### config.mk
export PLATFORM = sky130hd
export DESIGN_NAME = rgb_to_hue_core
export DESIGN_NICKNAME = d
export VERILOG_FILES = /design/src/hdl/rth_pkg.sv /design/src/hdl/rth_prep.sv /design/src/hdl/rth_divider.sv /design/src/hdl/rgb_to_hue_core.sv
export SDC_FILE = /design/constraint.sdc
export NUM_CORES = 1
export LEC_CHECK = 0
export ABC_AREA = 1
export BUFFER_PORTS_ARGS = -buffer_cell sky130_fd_sc_hd__clkbuf_2
export CORE_MARGIN = 2
export CORE_UTILIZATION = 28
export CTS_BUF_LIST = sky130_fd_sc_hd__clkbuf_2
export DETAILED_ROUTE_END_ITERATION = 10
export SYNTH_ARGS = -nofsm -noshare
export SYNTH_HDL_FRONTEND = slang
export SYNTH_SLANG_ARGS = --single-unit
export TNS_END_PERCENT = 10
### constraint.sdc
create_clock -name clk -period 7.72 [get_ports clk]
set_clock_uncertainty 0.15 [all_clocks]
set_input_delay 0.386 -clock clk [delete_from_list [all_inputs] [get_ports clk]]
set_output_delay 0.386 -clock clk [all_outputs]
set_load 0.005 [all_outputs]
### src/hdl/rth_pkg.sv
`default_nettype none

package rth_pkg;

	localparam int CH_W           = 8;
	localparam int HUE_W          = 9;
	localparam int NUM_W          = 17;
	localparam int BITS_PER_STAGE = 3;
	localparam int DIV_STAGES     = 3;
	localparam int PIPE_DEPTH     = 2 + DIV_STAGES;

	localparam logic [HUE_W-1:0] COEF_WRAP  = HUE_W'(360);
	localparam logic [HUE_W-1:0] COEF_GREEN = HUE_W'(120);
	localparam logic [HUE_W-1:0] COEF_BLUE  = HUE_W'(240);
	localparam int               HUE_STEP   = 60;

	typedef enum logic [1:0] {
		SECT_RED,
		SECT_GREEN,
		SECT_BLUE
	} sector_t;

	// max/min result, diff is two's complement
	typedef struct packed {
		logic            gray;
		logic [CH_W-1:0] delta;
		sector_t         sector;
		logic [CH_W:0]   diff;
	} prep_t;

	// running division state
	typedef struct packed {
		logic             gray;
		logic [CH_W-1:0]  delta;
		logic [NUM_W-1:0] rem;
		logic [HUE_W-1:0] quo;
	} div_t;

	typedef logic [PIPE_DEPTH-1:0] stage_mask_t;

endpackage

`default_nettype wire

### src/hdl/rth_prep.sv
`default_nettype none

module rth_prep import rth_pkg::*; (
	input  wire logic            clk,
	input  wire logic [CH_W-1:0] red,
	input  wire logic [CH_W-1:0] green,
	input  wire logic [CH_W-1:0] blue,
	input  wire logic            adv_s1,
	input  wire logic            adv_s2,
	output div_t                 num_s2
);

	localparam logic signed [NUM_W+1:0] SIXTY = (NUM_W+2)'(HUE_STEP);

	prep_t                    prep_d;
	prep_t                    prep_s1;
	logic [CH_W-1:0]          hi;
	logic [CH_W-1:0]          lo;
	logic [HUE_W-1:0]         coef;
	logic [NUM_W-1:0]         base_prod;
	logic signed [NUM_W+1:0]  off;
	logic signed [NUM_W+1:0]  sum;
	div_t                     num_d;

	// stage 1: max, min, sector and channel difference
	always_comb begin
		lo = red;
		if (green < lo) begin
			lo = green;
		end
		if (blue < lo) begin
			lo = blue;
		end
		if (red >= green && red >= blue) begin
			hi            = red;
			prep_d.sector = SECT_RED;
			prep_d.diff   = {1'b0, green} - {1'b0, blue};
		end else if (green >= blue) begin
			hi            = green;
			prep_d.sector = SECT_GREEN;
			prep_d.diff   = {1'b0, blue} - {1'b0, red};
		end else begin
			hi            = blue;
			prep_d.sector = SECT_BLUE;
			prep_d.diff   = {1'b0, red} - {1'b0, green};
		end
		prep_d.delta = hi - lo;
		prep_d.gray  = (prep_d.delta == '0);
	end

	always_ff @(posedge clk) begin
		if (adv_s1) begin
			prep_s1 <= prep_d;
		end
	end

	// stage 2: numerator over delta, always in [0, 360*delta)
	always_comb begin
		case (prep_s1.sector)
			SECT_RED:   coef = prep_s1.diff[CH_W] ? COEF_WRAP : '0;
			SECT_GREEN: coef = COEF_GREEN;
			SECT_BLUE:  coef = COEF_BLUE;
			default:    coef = '0;
		endcase
		base_prod   = NUM_W'(coef) * NUM_W'(prep_s1.delta);
		off         = (NUM_W+2)'(signed'(prep_s1.diff)) * SIXTY;
		sum         = signed'({2'b00, base_prod}) + off;
		num_d.gray  = prep_s1.gray;
		num_d.delta = prep_s1.delta;
		num_d.rem   = sum[NUM_W-1:0];
		num_d.quo   = '0;
	end

	always_ff @(posedge clk) begin
		if (adv_s2) begin
			num_s2 <= num_d;
		end
	end

endmodule

`default_nettype wire

### src/hdl/rth_divider.sv
`default_nettype none

module rth_divider import rth_pkg::*; (
	input  wire logic             clk,
	input  wire div_t             num_s2,
	input  wire logic             adv_s3,
	input  wire logic             adv_s4,
	input  wire logic             adv_s5,
	output logic [HUE_W-1:0]      hue
);

	localparam int TOP_S3 = HUE_W - 1;
	localparam int TOP_S4 = TOP_S3 - BITS_PER_STAGE;
	localparam int TOP_S5 = TOP_S4 - BITS_PER_STAGE;

	div_t div_s3;
	div_t div_s4;
	div_t div_s5;

	// restoring division, a few quotient bits per stage
	function automatic div_t div_step(input div_t cur, input int top_bit);
		div_t             res;
		logic [NUM_W-1:0] trial;
		int               sh;
		res = cur;
		for (int j = 0; j < BITS_PER_STAGE; j++) begin
			sh    = top_bit - j;
			trial = NUM_W'(res.delta) << sh;
			if (res.rem >= trial) begin
				res.rem = res.rem - trial;
				res.quo = res.quo | (HUE_W'(1) << sh);
			end
		end
		return res;
	endfunction

	always_ff @(posedge clk) begin
		if (adv_s3) begin
			div_s3 <= div_step(num_s2, TOP_S3);
		end
		if (adv_s4) begin
			div_s4 <= div_step(div_s3, TOP_S4);
		end
		if (adv_s5) begin
			div_s5 <= div_step(div_s4, TOP_S5);
		end
	end

	assign hue = div_s5.gray ? '0 : div_s5.quo;

endmodule

`default_nettype wire

### src/hdl/rgb_to_hue_core.sv
// channel  direction  handshake           payload
// in       to core    in_valid/in_stall   red, green, blue (8 bits each)
// out      from core  out_valid/out_stall hue_degrees (9 bits, 0..359)
//
// five register stages: max/min, numerator, then three divider stages
// of three quotient bits each; one pixel per cycle while the output is not stalled
// the divider stage depth sets the clock limit
// reset clears the stage valid bits only
// a stalled output holds; bubbles close up before in_stall rises
`default_nettype none

module rgb_to_hue_core import rth_pkg::*; (
	input  wire logic              clk,
	input  wire logic              arst_n,
	input  wire logic              in_valid,
	output logic                   in_stall,
	input  wire logic [CH_W-1:0]   red,
	input  wire logic [CH_W-1:0]   green,
	input  wire logic [CH_W-1:0]   blue,
	output logic                   out_valid,
	input  wire logic              out_stall,
	output logic [HUE_W-1:0]       hue_degrees
);

	stage_mask_t vld_q;
	stage_mask_t adv;
	div_t        num_s2;

	always_comb begin
		adv[PIPE_DEPTH-1] = !vld_q[PIPE_DEPTH-1] || !out_stall;
		for (int k = PIPE_DEPTH - 2; k >= 0; k--) begin
			adv[k] = !vld_q[k] || adv[k+1];
		end
	end

	always_ff @(posedge clk or negedge arst_n) begin
		if (!arst_n) begin
			vld_q <= '0;
		end else begin
			if (adv[0]) begin
				vld_q[0] <= in_valid;
			end
			for (int k = 1; k < PIPE_DEPTH; k++) begin
				if (adv[k]) begin
					vld_q[k] <= vld_q[k-1];
				end
			end
		end
	end

	assign in_stall  = !adv[0];
	assign out_valid = vld_q[PIPE_DEPTH-1];

	rth_prep u_prep (
		.clk    (clk),
		.red    (red),
		.green  (green),
		.blue   (blue),
		.adv_s1 (adv[0]),
		.adv_s2 (adv[1]),
		.num_s2 (num_s2)
	);

	rth_divider u_div (
		.clk    (clk),
		.num_s2 (num_s2),
		.adv_s3 (adv[2]),
		.adv_s4 (adv[3]),
		.adv_s5 (adv[4]),
		.hue    (hue_degrees)
	);

endmodule

`default_nettype wire

==> results.cfg, run 1 <==
[status]
status = finished, final reports clean

[global_route]
track_usage_pct = 12.9
antenna_found_initial = 1
grt_max_degree = 32
grt_pass1_vias = 11238
grt_pass1_wl_um = 53500
grt_use_met2_pct = 23.2
grt_util_met3_pct = 2.00
busiest_layer = met2
overflow = 0
grt_use_met1_pct = 15.9

[final_layout]
fillers = 5191
multi_input_area_mm2 = 0.00893
finish.instance_area_mm2 = 0.0151
final_nets = 2097
drive_above_1_share_pct = 7.82
finish.utilization_pct = 30.9
syn_to_final_growth_pct = 9.18
seq_area_mm2 = 0.00346

[job]
cap_violations = 0

[floorplan]
dieArea_mm2 = 0.0511
ios = 39
die_y_um = 226
die_w_um = 226
core_mm2 = 0.0487
fp-row-count = 81
start_util_pct = 28.3

[sta]
setup-tns-final_ns = 0
hold_violations = 0
fmaxAchievable_mhz = 146
min_period_ns = 6.87
rsz0062_at_grt = no
slew_headroom_pct = 29.7
setup_viol = 0
finalMaxSlewViolations = 0
worstMarginPinSlew_ns = 1.05
timing.final.crit_share_pct = 89.0

[synth]
synth_top_cells_by_area = edfxtp_1, ha_1, nand2_1
syn_avg_cell_area_um2 = 7.69
yosys_most_used_dff = edfxtp_1
ys.warnings.count = 0
synthArstFlopShare_pct = 4.31
synthesis.nets = 2051
synthCells = 1795
yosysSeqAreaShare_pct = 25.1
synth_top_area_share_pct = 24.2
syn-cell-area_mm2 = 0.0138
synthTopCellsByCount = nand2_1, inv_1, ha_1, nor2_1, edfxtp_1
synth_top_area_cell = edfxtp_1
yosysUniqueCellTypes = 51
synth_most_common_cell = nand2_1
yosys_register_bits = 116
synth_edf_count = 111

[detailed_routing]
drt_first_pass_iters = 8
drc = 0
vias = 11565
via_per_inst = 4.59
drt_wl_total_um = 31900
wl_per_cell_um = 12.7
antenna_left = 0
drtIter0Drc = 624

[clock_network]
clk_latency_ns = 0.73
cts-htree-levels = 4
cts.path.max_buffers = 2
numCtsBuffers = 17
cts_tree = done
cts_sinks = 116
root_buffer = clkbuf_2
path_clk_slew_ns = 0.24
post_cts_buffers = 0

[setup_path]
crit_fanout = 4
required_ns = 8.03
slowest_delay_ns = 0.54
path_class = flop to flop
slowest_stage = fa_1
cp-end-kind = flop
worstPathArrival_ns = 7.19
startpoint_type = flop

[placement]
placedInstanceArea_mm2 = 0.0147
dp_hpwl_um = 27100
io_buffers = 38
gp_congestion = 0.868

[min_path]
hold_class = primary input to flop
[registers in the layout, indices dropped and copies added, names as in the netlist]
signal          flops
u_div.div_s4       30
u_div.div_s3       27
u_prep.num_s2      24
u_prep.prep_s1     11
u_div.div_s5       10
u_prep.num_d        9
vld_q               5
[metrics by stage]
step                std cells  setup WS (ns)  hold WS (ns)
floorplan                1795           1.31       -0.0596
global placement         2481          0.951        0.0839
detailed placement       2481          0.883        0.0857
CTS                      2518          0.826        0.0383
global route             2519          0.334        0.0569
finish                   2519          0.848         0.112
[worst paths after layout]
check	cells past startpoint	slack (ns)	from	to
min reg2reg	0	0.29	u_prep.num_s2[31]$_DFFE_PP_	u_div.div_s3[31]$_DFFE_PP_
max in group asynchronous	3	6.73	arst_n	vld_q[3]$_DFFE_PN0P_
min in group asynchronous	3	0.46	arst_n	vld_q[2]$_DFFE_PN0P_
max reg2reg	29	0.85	u_prep.prep_s1[2]$_DFFE_PN_	u_prep.num_s2[25]$_DFFE_PP_
min	7	0.11	red[7]	u_prep.num_d[33]$_DFFE_PN_
max	29	0.85	u_prep.prep_s1[2]$_DFFE_PN_	u_prep.num_s2[25]$_DFFE_PP_
[critical path, delay by kind of cell, from the launching register on]
kind / cells / cell delay (ns)
AND/OR/NAND/NOR: 4 / 0.37
flip-flops: 1 / 0.49
buffers and inverters: 5 / 0.26
AO/OA/AOI/OAI: 8 / 1.10
XOR/XNOR: 3 / 0.46
adder cells (fa/ha/maj): 9 / 3.78
[metal layers]
metal  share of wire [%]  vias up
li1                    -     5935
met1                  45     5374
met2                  49      216
met3                 3.5       40
met4                 1.8        0
met5                   0        -
[cell usage in the layout, fill, tap and decap left out, types with 4 or more instances in the layout]
cell type	netlist	layout
a211oi_1	5	5
a21o_1	6	6
a21oi_1	106	106
a31oi_1	7	7
bufinv_16	0	4
clkbuf_2	0	55
clkinv_4	0	5
dfrtp_1	5	5
dlygate4sd3_1	0	5
edfxtp_1	111	111
fa_1	61	61
ha_1	167	167
inv_1	333	333
inv_2	11	11
nand2_1	409	409
nand2_2	20	20
nand2_4	6	6
nand3_1	86	86
nand3_2	8	8
nand3_4	5	5
nand3b_1	7	7
nand4_1	30	30
nor2_1	119	119
nor2_2	7	7
nor3_1	15	15
o21ai_0	87	87
o21ai_1	4	4
o21bai_1	12	12
o221ai_1	9	9
o22ai_1	6	6
or2_2	8	8
xnor2_1	37	37
xor2_1	59	59
[final cells by class]
class / instances / share of cell area, %
Antenna cell: 1 / 0.0166
Multi-Input combinational cell: 1316 / 59.3
Inverter: 345 / 8.60
Clock buffer: 17 / 0.565
Clock inverter: 15 / 1.36
Timing Repair Buffer: 45 / 1.69
Sequential cell: 116 / 23.0
Tap cell: 664 / 5.51
[timing repair]
item / 4_1_cts / 5_1_grt
hold buffers: 5 / 0
endpoints found under the hold margin: 8 / 0
gates resized for setup: 0 / 0
[kinds of logic (layout without fill, tap and decap cells)]
logic type,after synthesis,after routing,share of synthesized area [%]
simple gates,733,733,24.1
buf+inv,363,422,10.2
compound gates,259,259,10.5
fa+ha+maj,228,228,24.0
flops,116,116,25.1
xor+xnor,96,96,6.09
other cells,0,1,0
Power of run 1 is left out: the tool's default activity adds up to more than one toggle a clock period on the data nets, which glitch-free logic cannot reach.
==> run 2: changes to the inputs <==
--- a/config.mk
+++ b/config.mk
@@ -11,6 +11,7 @@
 export CORE_UTILIZATION = 28
 export CTS_BUF_LIST = sky130_fd_sc_hd__clkbuf_2
 export DETAILED_ROUTE_END_ITERATION = 10
+export PLACE_DENSITY = 0.49
 export SYNTH_ARGS = -nofsm -noshare
 export SYNTH_HDL_FRONTEND = slang
 export SYNTH_SLANG_ARGS = --single-unit
==> run 2 against run 1 <==
  * Count of clock-buffer cells in the layout is 1 higher
  * Non-clock buffer count is 2 higher
  * Critical path depth stayed put
  * Utilization is 0.14 points lower
  * Sequential share of layout area is 0.11 points higher
  * First-iteration DRC count is 2.6% lower
  * Highest routed layer unchanged
  * Final area is 0.46% lower
==> results.cfg, run 2 (synthesized netlist as in run 1, its figures left out) <==
[final_layout]
mostFrequentLayoutCells = nand2_1, inv_1, ha_1
syn_to_final_growth_pct = 8.67
finish.utilization_pct = 30.8
largest_reg_flops = 30
drive_above_1_share_pct = 7.81
final_nets = 2099
fillers = 5296
top_register = u_div.div_s4
layout_commonest_cell = nand2_1
reg.largest.list = u_div.div_s4 (30), u_div.div_s3 (27), u_prep.num_s2 (24)

[sta]
worstMarginPinSlew_ns = 1.05
finalMaxSlewViolations = 0
rsz0062_at_grt = no
setup_viol = 0
setup-tns-final_ns = 0
fmaxAchievable_mhz = 146
slew_headroom_pct = 30.1
min_period_ns = 6.85
timing.final.crit_share_pct = 88.8
hold_violations = 0

[floorplan]
die_y_um = 226
fp-row-count = 81
die_w_um = 226
core_mm2 = 0.0487
dieArea_mm2 = 0.0511
ios = 39
start_util_pct = 28.3

[setup_path]
rrSetupSlack_ns = 0.87
slowest_delay_ns = 0.54
timing.rr.start = u_prep.prep_s1[2]$_DFFE_PN_
crit_fanout = 4
path_class = flop to flop
slowest_stage = fa_1
cp-end-kind = flop
startpoint_type = flop
crit_path_start = u_prep.prep_s1[2]$_DFFE_PN_
required_ns = 8.07
worstPathArrival_ns = 7.20

[clock_network]
root_buffer = clkbuf_2
postCtsResizedCells = 0
post_cts_buffers = 0
cts_sinks = 116
hold_buffers = 5
path_clk_slew_ns = 0.20
cts_tree = done
cts.path.max_buffers = 2
numCtsBuffers = 17
cts-htree-levels = 4
clk_latency_ns = 0.75

[global_route]
grt_max_degree = 32
antenna_found_initial = 1
overflow = 0
track_usage_pct = 13.8
grt_pass1_vias = 11476
grt_pass1_wl_um = 56200

[detailed_routing]
wl_per_cell_um = 13.3
via_per_inst = 4.53
drt_wl_total_um = 33400
drtIter0Drc = 608
vias = 11423
drc = 0
antenna_left = 0
drt_first_pass_iters = 5

[min_path]
min_from = green[0]
hold_class = primary input to flop

[status]
status = finished, final reports clean

[job]
cap_violations = 0

[placement]
dp_hpwl_um = 28500
io_buffers = 38
gp_congestion = 0.845
run 2: layout make-up:
type                    count  area (µm²)  share of cell area (%)
repair buffers             47         270                    1.80
multi-input cells        1316        8930                    59.6
clock buffers              18        90.1                   0.601
flip-flops and latches    116        3460                    23.1
clock inverters            14         115                   0.768
well taps                 664         831                    5.54
diodes                      1        2.50                  0.0167
inverters                 345        1290                    8.64
run 2: critical path: cells and delay by family, from the launching register on:
family                   cells  cell delay [ns]
AND/OR/NAND/NOR              3             0.25
AO/OA/AOI/OAI                9             1.25
flip-flops                   1             0.49
XOR/XNOR                     3             0.44
buffers and inverters        5             0.23
adder cells (fa/ha/maj)      9             3.76
run 2: per-stage QoR:
stage / std cells / hold slack (ns) / worst slack, ns / area (µm²)
after floorplan: 1795 / -0.0596 / 1.31 / 13800
after global placement: 2483 / 0.0873 / 0.977 / 14700
after detailed placement: 2483 / 0.0885 / 0.918 / 14700
after CTS: 2520 / 0.0255 / 0.872 / 15000
after global routing: 2521 / 0.0618 / 0.161 / 15000
final: 2521 / 0.118 / 0.867 / 15000
run 2: worst paths after layout:
| check | end | cells after the start |
|---|---|---|
| worst min register to register | u_div.div_s5[6]$_DFFE_PP_ | 0 |
| worst min-delay path | u_prep.prep_s1[0]$_DFFE_PN_ | 3 |
| min in group asynchronous | vld_q[0]$_DFFE_PN0N_ | 3 |
| worst max register to register | u_prep.num_s2[25]$_DFFE_PP_ | 29 |
| max in group asynchronous | vld_q[1]$_DFFE_PN0P_ | 3 |
| worst max-delay path | u_prep.num_s2[25]$_DFFE_PP_ | 29 |
run 2: per-layer routing:
layer  wire, µm  global-route usage (%)  up-vias  part of all wire [%]
met2      16700                    24.9      148                    50
li1           -                       -     5950                     -
met4        469                    3.18        0                   1.4
met3        910                    2.33       30                   2.7
met1      15400                    16.9     5295                    46
met5          0                       0        -                     0
Power of run 2 is left out for the same reason.
